--- config.mk ---
export PLATFORM = sky130hd
export DESIGN_NAME = cell_voltage_scan_monitor_top_flat
export DESIGN_NICKNAME = d
export VERILOG_FILES = /design/src/design/cvsm_pkg.sv /design/src/design/cvsm_ifs.sv /design/src/design/cvsm_front.sv /design/src/design/cvsm_queue.sv /design/src/design/cvsm_back.sv /design/src/design/cell_voltage_scan_monitor_top.sv /design/src/flat_wrapper.sv
export SDC_FILE = /design/constraint.sdc
export NUM_CORES = 1
export LEC_CHECK = 0
export BUFFER_PORTS_ARGS = -buffer_cell sky130_fd_sc_hd__buf_2
export CAP_MARGIN = 20
export CORE_ASPECT_RATIO = 0.6
export CORE_MARGIN = 2
export CORE_UTILIZATION = 55
export CTS_CLUSTER_SIZE = 30
export DETAILED_ROUTE_END_ITERATION = 8
export PLACE_DENSITY = 0.75
export SLEW_MARGIN = 5
export SYNTH_ARGS = -nofsm -noshare
export SYNTH_HDL_FRONTEND = slang
export SYNTH_HIERARCHICAL = 1
export SYNTH_SLANG_ARGS = --single-unit
--- constraint.sdc ---
create_clock -name clk -period 5.15 [get_ports clk]
set_input_delay 0.2575 -clock clk [delete_from_list [all_inputs] [get_ports clk]]
set_output_delay 0.2575 -clock clk [all_outputs]
set_load 0.01 [all_outputs]
--- src/design/cvsm_pkg.sv ---
// Shared types and constants of the cell voltage scan monitor.
// No dependencies; every other file of the block but the macros header imports this package.
package cvsm_pkg;

  localparam int MAX_CELLS  = 256;
  localparam int VOLT_W     = 16;
  localparam int SUM_W      = 24;
  localparam int CNT_W      = 9;
  localparam int IDX_W      = 8;
  localparam int CODE_W     = 2;
  localparam int CFG_IDX_W  = 1;
  localparam int CFG_DATA_W = 16;
  localparam int QDEPTH     = 4;
  localparam int QPTR_W     = 2;
  localparam int STEP_W     = 5;
  localparam int DIV_STEPS  = SUM_W;

  localparam logic [CODE_W-1:0] CODE_NONE  = 2'd0;
  localparam logic [CODE_W-1:0] CODE_OVER  = 2'd1;
  localparam logic [CODE_W-1:0] CODE_UNDER = 2'd2;

  localparam logic [CFG_IDX_W-1:0] REG_UPPER_LIMIT = 1'd0;
  localparam logic [CFG_IDX_W-1:0] REG_LOWER_LIMIT = 1'd1;

  // One closed scan, handed from the front to the back.
  typedef struct packed {
    logic [VOLT_W-1:0] max_voltage;
    logic [VOLT_W-1:0] min_voltage;
    logic [SUM_W-1:0]  total_voltage;
    logic [CNT_W-1:0]  cell_count;
    logic [CODE_W-1:0] scan_status;
    logic [CODE_W-1:0] record_code;
    logic [IDX_W-1:0]  record_index;
    logic [VOLT_W-1:0] record_value;
  } scan_sum_t;

  typedef struct packed {
    logic full;
    logic empty;
  } q_stat_t;

  typedef struct packed {
    logic                  we;
    logic [CFG_IDX_W-1:0]  index;
    logic [CFG_DATA_W-1:0] data;
  } cfg_wr_t;

endpackage

--- src/design/cvsm_ifs.sv ---
// Handshake interfaces of the cell voltage scan monitor: sample and result words.
// Depends on cvsm_pkg for field widths.
interface cvsm_in_if;
  import cvsm_pkg::*;
  logic              valid;
  logic              ready;
  logic [VOLT_W-1:0] cell_voltage;
  logic              last_cell;

  modport source (output valid, output cell_voltage, output last_cell, input ready);
  modport sink   (input valid, input cell_voltage, input last_cell, output ready);
endinterface

interface cvsm_out_if;
  import cvsm_pkg::*;
  logic              valid;
  logic              ready;
  logic [VOLT_W-1:0] max_voltage;
  logic [VOLT_W-1:0] min_voltage;
  logic [SUM_W-1:0]  total_voltage;
  logic [VOLT_W-1:0] mean_voltage;
  logic [CODE_W-1:0] scan_status;
  logic [CODE_W-1:0] record_code;
  logic [IDX_W-1:0]  record_index;
  logic [VOLT_W-1:0] record_value;

  modport source (output valid, output max_voltage, output min_voltage,
                  output total_voltage, output mean_voltage, output scan_status,
                  output record_code, output record_index, output record_value,
                  input ready);
  modport sink   (input valid, input max_voltage, input min_voltage,
                  input total_voltage, input mean_voltage, input scan_status,
                  input record_code, input record_index, input record_value,
                  output ready);
endinterface

--- src/design/cvsm_front.sv ---
// Front end: accepts sample words, tracks max/min/sum/count and the error record.
// Depends on cvsm_pkg; pushes one scan_sum_t per closed scan into the queue.
module cvsm_front (
  input  logic                       clk,
  input  logic                       rst_n,
  input  cvsm_pkg::cfg_wr_t          cfg,
  input  logic                       acc,
  input  logic [cvsm_pkg::VOLT_W-1:0] cell_voltage,
  input  logic                       last_cell,
  output logic                       push,
  output cvsm_pkg::scan_sum_t        push_data
);
  import cvsm_pkg::*;

  logic [VOLT_W-1:0] upper_r, lower_r;
  logic [VOLT_W-1:0] max_r, max_nxt;
  logic [VOLT_W:0]   min_r, min_nxt;
  logic [SUM_W-1:0]  sum_r, sum_nxt;
  logic [CNT_W-1:0]  cnt_r, cnt_nxt;
  logic [CODE_W-1:0] rcode_r, rcode_nxt;
  logic [IDX_W-1:0]  ridx_r, ridx_nxt;
  logic [VOLT_W-1:0] rval_r, rval_nxt;
  logic              new_max, new_min, close;
  logic [CODE_W-1:0] status;

  always_comb begin
    new_max   = cell_voltage > max_r;
    new_min   = {1'b0, cell_voltage} < min_r;
    max_nxt   = new_max ? cell_voltage : max_r;
    min_nxt   = new_min ? {1'b0, cell_voltage} : min_r;
    sum_nxt   = sum_r + SUM_W'(cell_voltage);
    cnt_nxt   = cnt_r + CNT_W'(1);
    rcode_nxt = rcode_r;
    ridx_nxt  = ridx_r;
    rval_nxt  = rval_r;
    // under check runs second so it wins on a cell that is both
    if (new_max && cell_voltage > upper_r) begin
      rcode_nxt = CODE_OVER;
      ridx_nxt  = cnt_r[IDX_W-1:0];
      rval_nxt  = cell_voltage;
    end
    if (new_min && cell_voltage < lower_r) begin
      rcode_nxt = CODE_UNDER;
      ridx_nxt  = cnt_r[IDX_W-1:0];
      rval_nxt  = cell_voltage;
    end
    close = last_cell || (cnt_nxt == CNT_W'(MAX_CELLS));
    if (max_nxt > upper_r) begin
      status = CODE_OVER;
    end else if (min_nxt < {1'b0, lower_r}) begin
      status = CODE_UNDER;
    end else begin
      status = CODE_NONE;
    end
    push                    = acc && close;
    push_data.max_voltage   = max_nxt;
    push_data.min_voltage   = min_nxt[VOLT_W-1:0];
    push_data.total_voltage = sum_nxt;
    push_data.cell_count    = cnt_nxt;
    push_data.scan_status   = status;
    push_data.record_code   = rcode_nxt;
    push_data.record_index  = ridx_nxt;
    push_data.record_value  = rval_nxt;
  end

  always_ff @(posedge clk) begin
    if (!rst_n) begin
      upper_r <= '1;
      lower_r <= '0;
    end else if (cfg.we) begin
      case (cfg.index)
        REG_UPPER_LIMIT: upper_r <= cfg.data[VOLT_W-1:0];
        REG_LOWER_LIMIT: lower_r <= cfg.data[VOLT_W-1:0];
        default: ;
      endcase
    end
  end

  always_ff @(posedge clk) begin
    if (!rst_n) begin
      max_r   <= '0;
      min_r   <= '1;
      sum_r   <= '0;
      cnt_r   <= '0;
      rcode_r <= CODE_NONE;
      ridx_r  <= '0;
      rval_r  <= '0;
    end else if (acc) begin
      rcode_r <= rcode_nxt;
      ridx_r  <= ridx_nxt;
      rval_r  <= rval_nxt;
      // restart the scan figures once a scan closes
      if (close) begin
        max_r <= '0;
        min_r <= '1;
        sum_r <= '0;
        cnt_r <= '0;
      end else begin
        max_r <= max_nxt;
        min_r <= min_nxt;
        sum_r <= sum_nxt;
        cnt_r <= cnt_nxt;
      end
    end
  end
endmodule

--- src/design/cvsm_queue.sv ---
// Short queue of closed-scan summaries between front and back.
// Depends on cvsm_pkg for scan_sum_t and depth constants.
module cvsm_queue (
  input  logic                clk,
  input  logic                rst_n,
  input  logic                push,
  input  cvsm_pkg::scan_sum_t push_data,
  input  logic                pop,
  output cvsm_pkg::scan_sum_t pop_data,
  output cvsm_pkg::q_stat_t   stat
);
  import cvsm_pkg::*;

  scan_sum_t         slot_r [QDEPTH];
  logic [QPTR_W-1:0] wr_r, rd_r;
  logic [QPTR_W:0]   fill_r, fill_nxt;

  assign pop_data   = slot_r[rd_r];
  assign stat.full  = fill_r == (QPTR_W+1)'(QDEPTH);
  assign stat.empty = fill_r == '0;

  always_comb begin
    fill_nxt = fill_r;
    case ({push, pop})
      2'b10:   fill_nxt = fill_r + (QPTR_W+1)'(1);
      2'b01:   fill_nxt = fill_r - (QPTR_W+1)'(1);
      default: fill_nxt = fill_r;
    endcase
  end

  always_ff @(posedge clk) begin
    if (push) begin
      slot_r[wr_r] <= push_data;
    end
  end

  always_ff @(posedge clk) begin
    if (!rst_n) begin
      wr_r   <= '0;
      rd_r   <= '0;
      fill_r <= '0;
    end else begin
      if (push) wr_r <= wr_r + QPTR_W'(1);
      if (pop)  rd_r <= rd_r + QPTR_W'(1);
      fill_r <= fill_nxt;
    end
  end
endmodule

--- src/design/cvsm_back.sv ---
// Back end: takes a scan summary, divides total by count one bit a cycle,
// and drives the output register. Depends on cvsm_pkg.
module cvsm_back (
  input  logic                clk,
  input  logic                rst_n,
  input  cvsm_pkg::q_stat_t   qstat,
  input  cvsm_pkg::scan_sum_t qdata,
  output logic                pop,
  cvsm_out_if.source          out_ch
);
  import cvsm_pkg::*;

  localparam logic [1:0] BK_IDLE = 2'd0;
  localparam logic [1:0] BK_DIV  = 2'd1;
  localparam logic [1:0] BK_DONE = 2'd2;

  logic [1:0]        state_r, state_nxt;
  scan_sum_t         hold_r;
  logic [SUM_W-1:0]  dq_r;
  logic [IDX_W-1:0]  rem_r;
  logic [STEP_W-1:0] step_r;
  logic [CNT_W-1:0]  trial;
  logic              fit, load_out;
  logic              ovalid_r;
  scan_sum_t         opay_r;
  logic [VOLT_W-1:0] omean_r;

  always_comb begin
    trial     = {rem_r, dq_r[SUM_W-1]};
    fit       = trial >= hold_r.cell_count;
    pop       = (state_r == BK_IDLE) && !qstat.empty;
    load_out  = (state_r == BK_DONE) && (!ovalid_r || out_ch.ready);
    state_nxt = state_r;
    case (state_r)
      BK_IDLE: if (!qstat.empty) state_nxt = BK_DIV;
      BK_DIV:  if (step_r == STEP_W'(DIV_STEPS - 1)) state_nxt = BK_DONE;
      BK_DONE: if (load_out) state_nxt = BK_IDLE;
      default: state_nxt = BK_IDLE;
    endcase
  end

  always_ff @(posedge clk) begin
    case (state_r)
      BK_IDLE: begin
        hold_r <= qdata;
        dq_r   <= qdata.total_voltage;
        rem_r  <= '0;
        step_r <= '0;
      end
      BK_DIV: begin
        // restoring step: shift in one dividend bit, subtract if it fits
        rem_r  <= fit ? IDX_W'(trial - hold_r.cell_count) : trial[IDX_W-1:0];
        dq_r   <= {dq_r[SUM_W-2:0], fit};
        step_r <= step_r + STEP_W'(1);
      end
      default: ;
    endcase
    if (load_out) begin
      opay_r  <= hold_r;
      omean_r <= dq_r[VOLT_W-1:0];
    end
  end

  always_ff @(posedge clk) begin
    if (!rst_n) begin
      state_r  <= BK_IDLE;
      ovalid_r <= 1'b0;
    end else begin
      state_r <= state_nxt;
      if (load_out) begin
        ovalid_r <= 1'b1;
      end else if (out_ch.ready) begin
        ovalid_r <= 1'b0;
      end
    end
  end

  assign out_ch.valid         = ovalid_r;
  assign out_ch.max_voltage   = opay_r.max_voltage;
  assign out_ch.min_voltage   = opay_r.min_voltage;
  assign out_ch.total_voltage = opay_r.total_voltage;
  assign out_ch.mean_voltage  = omean_r;
  assign out_ch.scan_status   = opay_r.scan_status;
  assign out_ch.record_code   = opay_r.record_code;
  assign out_ch.record_index  = opay_r.record_index;
  assign out_ch.record_value  = opay_r.record_value;
endmodule

--- src/design/cell_voltage_scan_monitor_top.sv ---
// Top level of the cell voltage scan monitor: front, summary queue, back.
// Depends on cvsm_pkg, cvsm_ifs, cvsm_front, cvsm_queue and cvsm_back.
//
//   channel  | dir | word                            | when moved
//   ---------+-----+---------------------------------+---------------------------
//   in_ch    | in  | cell_voltage, last_cell         | valid && ready
//   out_ch   | out | scan figures, status, record    | valid && ready, once a scan
//   cfg_*    | in  | upper/lower limit write         | cfg_we high
//
// Cycles: one sample word is taken every cycle while the summary queue has room.
// Each closed scan is loaded into the back end, run through the one-bit-a-cycle restoring
// divide of total by count, then moved into the output register.
// Reset: synchronous, active low; clears limits to 65535/0, scan figures and record.
// Stalls: in_ch.ready drops while the four-entry queue is full; a waiting result
// holds the back end in its done state, the front keeps taking samples.
module cell_voltage_scan_monitor_top (
  input  logic                           clk,
  input  logic                           rst_n,
  cvsm_in_if.sink                        in_ch,
  cvsm_out_if.source                     out_ch,
  input  logic                           cfg_we,
  input  logic [cvsm_pkg::CFG_IDX_W-1:0]  cfg_index,
  input  logic [cvsm_pkg::CFG_DATA_W-1:0] cfg_data
);
  import cvsm_pkg::*;

  cfg_wr_t   cfg;
  logic      acc, push, pop;
  scan_sum_t push_data, pop_data;
  q_stat_t   qstat;

  // bundle the config write for the front
  assign cfg.we    = cfg_we;
  assign cfg.index = cfg_index;
  assign cfg.data  = cfg_data;

  // take a sample only while the queue can absorb a possible scan close
  assign in_ch.ready = !qstat.full;
  assign acc         = in_ch.valid && !qstat.full;

  cvsm_front u_front (
    .clk          (clk),
    .rst_n        (rst_n),
    .cfg          (cfg),
    .acc          (acc),
    .cell_voltage (in_ch.cell_voltage),
    .last_cell    (in_ch.last_cell),
    .push         (push),
    .push_data    (push_data)
  );

  // decouple sample intake from the slow divide
  cvsm_queue u_queue (
    .clk       (clk),
    .rst_n     (rst_n),
    .push      (push),
    .push_data (push_data),
    .pop       (pop),
    .pop_data  (pop_data),
    .stat      (qstat)
  );

  cvsm_back u_back (
    .clk    (clk),
    .rst_n  (rst_n),
    .qstat  (qstat),
    .qdata  (pop_data),
    .pop    (pop),
    .out_ch (out_ch)
  );
endmodule

--- src/flat_wrapper.sv ---
// flat-port wrapper written by rule: the top's interface ports become plain ports
module cell_voltage_scan_monitor_top_flat import cvsm_pkg::*;
  (clk, rst_n, cfg_we, cfg_index, cfg_data, in_ch_valid, in_ch_cell_voltage, in_ch_last_cell, in_ch_ready, out_ch_valid, out_ch_max_voltage, out_ch_min_voltage, out_ch_total_voltage, out_ch_mean_voltage, out_ch_scan_status, out_ch_record_code, out_ch_record_index, out_ch_record_value, out_ch_ready);
  cvsm_in_if in_ch_i ();
  cvsm_out_if out_ch_i ();
  input  logic clk;
  input  logic rst_n;
  input  logic cfg_we;
  input  logic [cvsm_pkg::CFG_IDX_W-1:0] cfg_index;
  input  logic [cvsm_pkg::CFG_DATA_W-1:0] cfg_data;
  input wire logic [$bits(in_ch_i.valid)-1:0] in_ch_valid;
  input wire logic [$bits(in_ch_i.cell_voltage)-1:0] in_ch_cell_voltage;
  input wire logic [$bits(in_ch_i.last_cell)-1:0] in_ch_last_cell;
  output wire logic [$bits(in_ch_i.ready)-1:0] in_ch_ready;
  output wire logic [$bits(out_ch_i.valid)-1:0] out_ch_valid;
  output wire logic [$bits(out_ch_i.max_voltage)-1:0] out_ch_max_voltage;
  output wire logic [$bits(out_ch_i.min_voltage)-1:0] out_ch_min_voltage;
  output wire logic [$bits(out_ch_i.total_voltage)-1:0] out_ch_total_voltage;
  output wire logic [$bits(out_ch_i.mean_voltage)-1:0] out_ch_mean_voltage;
  output wire logic [$bits(out_ch_i.scan_status)-1:0] out_ch_scan_status;
  output wire logic [$bits(out_ch_i.record_code)-1:0] out_ch_record_code;
  output wire logic [$bits(out_ch_i.record_index)-1:0] out_ch_record_index;
  output wire logic [$bits(out_ch_i.record_value)-1:0] out_ch_record_value;
  input wire logic [$bits(out_ch_i.ready)-1:0] out_ch_ready;
  assign in_ch_i.valid = in_ch_valid;
  assign in_ch_i.cell_voltage = in_ch_cell_voltage;
  assign in_ch_i.last_cell = in_ch_last_cell;
  assign in_ch_ready = in_ch_i.ready;
  assign out_ch_valid = out_ch_i.valid;
  assign out_ch_max_voltage = out_ch_i.max_voltage;
  assign out_ch_min_voltage = out_ch_i.min_voltage;
  assign out_ch_total_voltage = out_ch_i.total_voltage;
  assign out_ch_mean_voltage = out_ch_i.mean_voltage;
  assign out_ch_scan_status = out_ch_i.scan_status;
  assign out_ch_record_code = out_ch_i.record_code;
  assign out_ch_record_index = out_ch_i.record_index;
  assign out_ch_record_value = out_ch_i.record_value;
  assign out_ch_i.ready = out_ch_ready;
  cell_voltage_scan_monitor_top u_core (.clk(clk), .rst_n(rst_n), .in_ch(in_ch_i), .out_ch(out_ch_i), .cfg_we(cfg_we), .cfg_index(cfg_index), .cfg_data(cfg_data));
endmodule
==> results of run 1 <==
-- power by group --
part | internal [mW] | total (mW) | switching, mW | leakage [nW]
Clock | 2.86 | 5.05 | 2.19 | 1.09
Sequential | 7.47 | 7.77 | 0.300 | 6.83
Combinational | 1.04 | 2.50 | 1.46 | 4.85
Total | 11.4 | 15.3 | 3.95 | 12.8
-- layer usage --
layer  track usage, %  vias to the layer above  wire length [um]
li1                 -                     7835                 -
met1             37.6                     8772             31600
met2             34.6                      737             29900
met3             6.73                      114              6520
met4             6.00                        4              1420
met5                0                        -                21
-- worst min-delay path by stage --
stage / startpoint / to / depth (start not counted)
final: in_ch_cell_voltage[0] / u_core/u_front/rval_r[0] / 3
after global routing: in_ch_cell_voltage[0] / u_core/u_front/rval_r[0] / 3
after CTS: in_ch_cell_voltage[0] / u_core/u_front/rval_r[0] / 3
after detailed placement: u_core/u_back/hold_r[0] / u_core/u_back/out_ch.record_value[0] / 0
after global placement: u_core/u_back/hold_r[62] / u_core/u_back/out_ch.min_voltage[1] / 0
after floorplan: rst_n / u_core/u_back/state_r[1] / 1
-- area by class of cell --
cell class                 count  area share (%)
tap                          714            2.59
timing repair buffer         205            3.81
clock buffer                  94            5.59
sequential                   738            60.2
multi-input combinational   1049            25.9
inverter                      96            1.04
clock inverter                30           0.862
-- sequential cells by signal, summed over array words and instances, names as in the netlist, 3 cells and up, named ones only --
| name | count |
|---|---|
| u_core/u_back/out_ch.record_value | 16 |
| u_core/u_queue/slot_r | 372 |
| u_core/u_front/max_r | 16 |
| u_core/u_back/out_ch.min_voltage | 16 |
| u_core/u_back/hold_r | 93 |
| u_core/u_front/ridx_r | 8 |
| u_core/u_front/sum_r | 24 |
| u_core/u_back/out_ch.record_index | 8 |
| u_core/u_back/out_ch.max_voltage | 16 |
| u_core/u_front/min_r | 17 |
| u_core/u_back/dq_r | 24 |
| u_core/u_queue/fill_r | 3 |
| u_core/u_front/upper_r | 16 |
| u_core/u_front/lower_r | 16 |
| u_core/u_back/step_r | 5 |
| u_core/u_back/rem_r | 8 |
| u_core/u_back/out_ch.total_voltage | 24 |
| u_core/u_front/rval_r | 16 |
| u_core/u_front/cnt_r | 9 |
| u_core/u_back/out_ch.mean_voltage | 16 |
-- kinds of logic (layout without fill, tap and decap cells) --
group                      after synthesis  after routing
AOI/OAI and AO/OA                      270            270
DFF                                    738            738
buffers and inverters                  174            425
muxes                                  176            176
xor gates and xnor gates                40             40
adders and majority gates              129            129
and+or+nand+nor                        434            434
-- synthesized netlist by cell type, drive strengths merged, types with 16 or more instances --
library cell	number	area (sq um)
dfxtp	136	2720
inv	96	360
a21oi	73	395
a21o	19	144
nand3	32	173
mux4	93	2090
edfxtp	602	18100
mux2i	30	300
o21ai	61	309
nand4	18	113
o21a	16	120
nor2	57	219
clkbuf	41	154
xor2	18	158
nor2b	17	106
nand2	235	885
o211ai	24	180
buf	37	304
xnor2	22	193
ha	126	1580
mux2	53	672
a22o	16	140
-- critical path: cells and delay by family, from the launching register on --
family | cells | cell delay (ns)
and+or+nand+nor | 5 | 1.38
DFF | 1 | 0.36
AOI/OAI and AO/OA | 6 | 1.18
buffers and inverters | 2 | 0.36
adders and majority gates | 2 | 0.62
muxes | 1 | 0.42
-- repair_timing --
item	CTS	global route
setup endpoints to repair	0	0
hold buffers	17	0
hold endpoints to repair	32	0
resized for setup	0	0
-- metrics by stage --
step / hold slack, ns / area (sq um) / std cells / util [%]
after floorplan: 0.379 / 30500 / 1961 / -
after global placement: 0.402 / 32100 / 2783 / 58.9
after detailed placement: 0.405 / 32100 / 2784 / 59.0
after CTS: 0.0127 / 34500 / 2925 / 63.4
after global routing: 0.0169 / 34600 / 2926 / 63.4
final: 0.0308 / 34600 / 2926 / 63.4
==> metrics.csv, run 1 <==
metric,value,unit
outcome,finished clean,
p_per_area,443,nW/um^2
synth-xor-area-share,1.15,%
place_hpwl,45800,um
place_congestion,0.900,
synth_fa_ha_area_share,5.36,%
fin_ws,0.569,ns
layout_commonest_cell,edfxtp_1,
drc,0,
cts-buffers-inserted,67,
antenna_found_initial,2,
crit_path_top_delay_cell,nor4_1,
synth_warnings,6,
yosys-mux-area-fraction,10.0,%
fin_crit_sh,89.0,%
cts_tree,done,
yosys.area_share.simple,6.51,%
gr-total-overflow,0,
die-area,57400,sq um
pre_cts_ws,0.598,ns
syn_avg_cell_area,15.6,sq um
clock.fmax,0.218,GHz
end_kind,flop,
numClockSinks,738,
syn_nets,2129,
wl,69500,um
tns,0,ns
async_flop_share,0,%
slowest_delay,0.54,ns
cts_buffer_depth,3,
setup_viol,0,
yosys_register_bits,738,
total_power,15.3,mW
fp-row-count,66,
postSynthCellCount,1961,
synth_top_family_by_area,multiplexers,
cp-endpoint,u_core/u_queue/slot_r[0][27],
grt_usage,24.5,%
cap_violations,0,
slew_viol_final,0,
peakVddDrop,0.293,mV
regToRegEndpoint,u_core/u_queue/slot_r[0][27],
synth_cell_type_count,81,
root_buffer,clkbuf_16,
p_leak,12.8,nW
synthesis.area,30500,sq um
reg2reg_setup_slack,0.57,ns
vias,17462,
nFillCells,3893,
first_global_vias,17246,
regToRegStartpoint,u_core/u_front/max_r[11],
crit_path_start,u_core/u_front/max_r[11],
drt_pre_antenna_iters,6,
wl_per_cell,23.7,um
rsz0062_at_grt,false,
vias_per_cell,5.97,
seq_area_frac_synth,68.2,%
final_cell_mix,"edfxtp_1, nand2_1, buf_2",
path_clk_slew,0.07,ns
critPathRequiredTime,5.49,ns
drive_above_1_share,21.4,%
diodes,0,
die_y,186,um
clock_skew,0.0281,ns
grt_pass1_wl,106000,um
final.min_clock_period,4.58,ns
synth_edf_count,602,
arrival,4.92,ns
critPathLaunchType,flop,
numPortBuffers,140,
hold_viol,0,
ant_nets,0,
path_class,reg -> reg,
synthFlopType,edfxtp_1,
insertion_delay,0.60,ns
worstRegToRegCells,16,
die_w,308,um
worstPathMaxFanout,20,
htreeDepth,3,
max_slew_margin,43.2,%
finalNetCount,2325,
initial_core_util,56.0,%
multi_input_area,8940,sq um
tightestPinTransition,0.853,ns
critical_path.cell_chain,"inv_1, ha_1, nand4_1, nor4_1, nor3_1, o31a_2, nor2_1, buf_4, mux2_2, ha_1, a21o_1, a21o_1, a21oi_1, o21ai_0, o22a_1, nor4_1",
coreArea,54500,sq um
synth_compound_area_share,6.08,%
cts_setup_buffers,0,
io_pins,141,
syn_to_final_growth,13.2,%
regArea,20800,sq um
grt_max_degree,63,
first_iter_violations,1835,
min_path_type,in -> reg,
Power figures use the tool's default switching activity.
==> run 2, diff against run 1 <==
- ABC_AREA: default -> 1
- REMOVE_ABC_BUFFERS: default -> 1
==> metrics.csv, run 2 <==
metric,value,unit
outcome,finished clean,
largest_register_ffs,372,
tightestPinTransition,1.03,ns
coreArea,55900,sq um
htreeDepth,3,
reg.largest.list,"u_core/u_queue/slot_r x372, u_core/u_back/hold_r x93",
root_buffer,clkbuf_16,
async_flop_share,0,%
synth_warnings,6,
end_kind,flop,
io_pins,141,
regMostFlops,u_core/u_queue/slot_r,
drc,0,
syn_avg_cell_area,11.1,sq um
place_hpwl,46100,um
cts-buffers-inserted,68,
antenna_found_initial,6,
die_w,311,um
regToRegStartpoint,u_core/u_front/max_r[6],
synth_top_family_by_area,simple AND/OR/NAND/NOR gates,
final.min_clock_period,4.09,ns
peakVddDrop,0.255,mV
first_global_vias,20529,
p_per_area,470,nW/um^2
synthesis.area,31100,sq um
vias_per_cell,5.70,
total_power,16.5,mW
setup_viol,0,
vias,21419,
layout_commonest_cell,edfxtp_1,
arrival,4.41,ns
grt_usage,24.7,%
drive_above_1_share,11.2,%
seqPwrFrac,48.4,%
rsz0062_at_grt,false,
grt_pass1_wl,113000,um
synth_cell_type_count,45,
finalNetCount,3114,
wl,72500,um
max_slew_margin,30.6,%
yosysMostFrequentCell,edfxtp_1,
first_iter_violations,2150,
syn_to_final_growth,12.9,%
postSynthCellCount,2793,
fin_area,35200,sq um
numClockSinks,738,
die-area,58600,sq um
cap_violations,0,
clock.fmax,0.244,GHz
p_leak,14.0,nW
slew_viol_final,0,
synthFlopType,edfxtp_1,
synthTopCellsByArea,"edfxtp_1, dfxtp_1, nand2_1, ha_1, nor2_1",
path_class,reg -> reg,
pwr-share-clk,31.9,%
ant_nets,0,
cts_buffer_depth,3,
nFillCells,4244,
clock_skew,0.0288,ns
place_congestion,0.910,
drt_pre_antenna_iters,5,
die_y,188,um
switching_share,28.9,%
insertion_delay,0.61,ns
p_int,11.7,mW
hold_viol,0,
yosys.area_share.simple,13.5,%
initial_core_util,55.7,%
ctsResizeCount,0,
wl_per_cell,19.3,um
synth_compound_area_share,9.22,%
path_clk_slew,0.06,ns
seq_area_frac_synth,66.8,%
gr-total-overflow,0,
synth_fa_ha_area_share,5.26,%
p_sw,4.77,mW
critPathLaunchType,flop,
hold_path.startpoint,in_ch_cell_voltage[0],
final_cell_mix,"edfxtp_1, nand2_1, nor2_1",
crit_path_start,u_core/u_front/max_r[6],
yosys_register_bits,738,
synth-xor-area-share,0.591,%
worstPathMaxFanout,19,
fp-row-count,67,
critPathRequiredTime,5.47,ns
numPortBuffers,140,
fin_crit_sh,79.4,%
yosys.area.top_type,edfxtp_1,
yosys-mux-area-fraction,0,%
grt_max_degree,113,
synth_commonest_cells,"edfxtp_1, nand2_1, nor2_1",
p_comb_share,19.7,%
min_path_type,in -> reg,
synth_edf_count,602,
cts_tree,done,
synth_top_area_share,58.1,%
post_dp_cell_area,32500,sq um
run 2: cell count changes after synthesis, sizes merged, moves of 69 or more:
cell,before,now
inv,96,218
mux4,93,0
nand2,235,564
nand3,32,101
nor2,57,331
o21ai,61,265
o22ai,2,94
run 2: critical path: stages, from the launching register on:
cell      delay [ns]
dfxtp_1         0.35
inv_1           0.08
ha_1            0.28
nand2_1         0.10
nor2_1          0.17
nand2_1         0.08
nand2_1         0.06
nand2_1         0.08
a21oi_2         0.52
buf_4           0.32
o21ai_0         0.34
ha_1            0.44
nand2_1         0.06
nor2_1          0.14
nand2_1         0.07
o211ai_1        0.09
nand2_1         0.07
a32oi_1         0.38
nor2_1          0.16
run 2: kinds of logic (layout without fill, tap and decap cells):
| kind of cell | count (synthesis) | count (layout) |
|---|---|---|
| adders and majority gates | 129 | 129 |
| xor gates and xnor gates | 21 | 21 |
| buffers and inverters | 337 | 542 |
| DFF | 738 | 738 |
| and+or+nand+nor | 1038 | 1038 |
| AOI/OAI and AO/OA | 530 | 530 |
| other | 0 | 4 |
run 2: per-stage QoR:
stage / setup WS [ns] / instances / util (%) / hold slack, ns / TNS [ns]
final: 1.06 / 3761 / 62.9 / 0.156 / 0
after global routing: 0.717 / 3757 / 62.8 / 0.122 / 0
after CTS: 1.15 / 3755 / 62.7 / 0.115 / 0
after detailed placement: 0.923 / 3613 / 58.2 / 0.405 / 0
after global placement: 1.04 / 3613 / 58.2 / 0.402 / 0
after floorplan: -3.33 / 2675 / - / 0.342 / -628.57
run 2: area by class of cell:
cell class / count / area (sq um) / area share, %
Clock buffer: 90 / 1950 / 5.55
Inverter: 219 / 831 / 2.36
Antenna cell: 4 / 10.0 / 0.0285
Sequential cell: 738 / 20800 / 59.2
Multi-Input combinational cell: 1718 / 8930 / 25.4
Tap cell: 759 / 950 / 2.70
Clock inverter: 32 / 413 / 1.17
Timing Repair Buffer: 201 / 1260 / 3.59
run 2: metal layers:
layer	track usage, %	up-vias	wire [um]
met5	0	-	42
met4	7.23	6	1550
met3	4.70	132	6410
met2	38.0	920	32500
met1	35.9	10334	32000
li1	-	10027	-
run 2: final timing paths:
path,endpoint,slack [ns],cells after the start
max,u_core/u_queue/slot_r[3][27],1.06,18
min,u_core/u_front/rval_r[0],0.16,5
max reg2reg,u_core/u_queue/slot_r[3][27],1.06,18
min reg2reg,u_core/u_back/out_ch.record_value[4],0.42,0
run 2: repair_timing:
item                                   CTS  global route
hold buffers                            20             0
setup buffers                            0             0
endpoints found under the hold margin   28             0
run 2: power by group through the flow:
| stage | Clock (mW) | Combinational [mW] | Sequential, mW |
|---|---|---|---|
| 2_1_floorplan | 0 | 2.03 | 8.12 |
| 3_3_place_gp | 0 | 3.01 | 8.08 |
| 3_5_place_dp | 0 | 3.16 | 8.13 |
| 4_1_cts | 5.37 | 3.20 | 8.00 |
| 5_1_grt | 5.60 | 3.63 | 8.08 |
| 6_report | 5.27 | 3.25 | 8.00 |
==> run 3, diff against run 2 <==
- clock period: 5.15 -> 3.4 ns (I/O delays scaled with it)
==> metrics.csv, run 3 (same netlist as run 2, synthesis figures left out) <==
metric,value,unit
clock.fmax,0.303,GHz
arrival,3.67,ns
p_per_area,691,nW/um^2
multi_input_area,9060,sq um
grt_usage,25.1,%
cts-buffers-inserted,67,
root_buffer,clkbuf_16,
place_hpwl,46500,um
clock_skew,0.0265,ns
total_power,24.6,mW
cp_num_buf_inv,4,
gr-total-overflow,0,
outcome,finished clean,
grt_max_degree,187,
fin_area,35700,sq um
first_iter_violations,2290,
initial_core_util,55.7,%
antenna_found_initial,7,
die-area,58600,sq um
max_slew_margin,36.0,%
p_leak,14.2,nW
hold_viol,0,
slowest_delay,0.34,ns
die_w,311,um
placed_cells,3661,
end_kind,flop,
cts_buffer_depth,3,
post_dp_cell_area,33100,sq um
cts_tree,done,
path_class,reg -> reg,
timing.critical_path.mode_cell,nand2_1,
layout_commonest_cell,edfxtp_1,
fp-row-count,67,
min_path_type,in -> reg,
seqPwrFrac,48.9,%
fin_crit_sh,97.0,%
largest_register_ffs,372,
pwr-share-clk,30.4,%
htreeDepth,3,
whs,0.0578,ns
drive_above_1_share,13.1,%
io_pins,141,
final.min_clock_period,3.30,ns
p_comb_share,20.7,%
coreArea,55900,sq um
path_clk_slew,0.06,ns
cp_top_family,compound AO/OA/AOI/OAI gates,
setup_viol,0,
critPathLaunchType,flop,
insertion_delay,0.62,ns
nFillCells,4128,
grt.met2_usage,38.0,%
drc,0,
p_sw,7.28,mW
worstPathMaxFanout,6,
numClockSinks,738,
regArea,20800,sq um
peakVddDrop,0.597,mV
cap_violations,0,
slew_viol_final,0,
wl_per_cell,19.5,um
finalNetCount,3171,
grt-busiest-layer,met2,
critPathRequiredTime,3.78,ns
final_cell_mix,"edfxtp_1, nand2_1, nor2_1",
tightestPinTransition,0.960,ns
ant_nets,0,
grt_use_met1,37.3,%
crit_path_top_delay_cell,dfxtp_1,
grt_pass1_wl,114000,um
numPortBuffers,140,
place_congestion,0.904,
regMostFlops,u_core/u_queue/slot_r,
syn_to_final_growth,14.6,%
drt_pre_antenna_iters,9,
switching_share,29.5,%
first_global_vias,20511,
fin_cells,3817,
die_y,188,um
vias,21623,
critical_path.cell_chain,"inv_1, ha_1, nand2_1, nor2_1, nand2_1, nand2_1, nand2_2, a21oi_4, buf_6, nand2_1, o21ai_2, ha_1, a21oi_1, o21a_1, o21ai_1, nor3_2, a32oi_4, buf_6, buf_4",
p_int,17.4,mW
reg.largest.list,"u_core/u_queue/slot_r x372, u_core/u_back/hold_r x93",
wl,74600,um
grt_use_met3,5.39,%
vias_per_cell,5.66,
tns,0,ns
-- run 3: cell types whose count changed in the layout (fill, tap and decap cells not counted), moves of 6 or more --
cell,change
buf_4,+37
buf_12,+14
o21ai_0,-11
clkbuf_8,-8
clkinv_1,+8
buf_6,+6
clkbuf_1,+6
o21ai_2,+6
-- run 3: cell type report --
type / count / share of cell area (%)
Antenna cell: 4 / 0.0281
Sequential cell: 738 / 58.3
Timing Repair Buffer: 259 / 5.22
Tap cell: 759 / 2.66
Inverter: 219 / 2.33
Clock buffer: 87 / 5.15
Multi-Input combinational cell: 1718 / 25.4
Clock inverter: 33 / 0.912
-- run 3: metal layers --
metal	wire (um)	vias to the layer above
met5	30	-
li1	-	10150
met2	32900	905
met3	6360	128
met1	33700	10436
met4	1560	4
-- run 3: final timing paths --
path	from	to	slack (ns)	cells after the start
worst min register to register	u_core/u_back/hold_r[56]	u_core/u_back/out_ch.total_voltage[19]	0.41	0
worst max register to register	u_core/u_front/max_r[7]	u_core/u_queue/slot_r[1][26]	0.10	19
worst min-delay path	in_ch_cell_voltage[10]	u_core/u_front/rval_r[10]	0.06	5
worst max-delay path	u_core/u_front/max_r[7]	u_core/u_queue/slot_r[1][26]	0.10	19
-- run 3: what timing repair did --
| item | 4_1_cts | 5_1_grt |
|---|---|---|
| resized for setup | 0 | 52 |
| endpoints found under the hold margin | 34 | 0 |
| buffers inserted | 0 | 5 |
| setup endpoints to repair | 0 | 9 |
| hold buffers | 23 | 0 |
-- run 3: worst reg2reg max path: stages, from the launching register on --
cell and delay (ns):
dfxtp_1 0.34, inv_1 0.06, ha_1 0.29, nand2_1 0.09, nor2_1 0.15, nand2_1 0.08, nand2_1 0.07, nand2_2 0.07
a21oi_4 0.31, buf_6 0.19, nand2_1 0.07, o21ai_2 0.07, ha_1 0.27, a21oi_1 0.15, o21a_1 0.14, o21ai_1 0.07
nor3_2 0.25, a32oi_4 0.12, buf_6 0.16, buf_4 0.12
-- run 3: power by group through the flow --
| stage | registers (mW) | logic, mW | clock network (mW) |
|---|---|---|---|
| global route | 12.2 | 5.68 | 7.96 |
| floorplan | 12.3 | 3.08 | 0 |
| detailed placement | 12.2 | 4.92 | 0 |
| CTS | 12.1 | 5.00 | 7.60 |
| global placement | 12.2 | 4.71 | 0 |
| finish | 12.1 | 5.11 | 7.49 |
-- run 3: stage by stage --
step | setup slack (ns) | util [%]
final | 0.103 | 63.8
after global routing | -0.0796 | 63.8
after CTS | 0.0186 | 63.4
after detailed placement | 0.0377 | 59.1
after global placement | 0.216 | 59.1
after floorplan | -5.08 | -
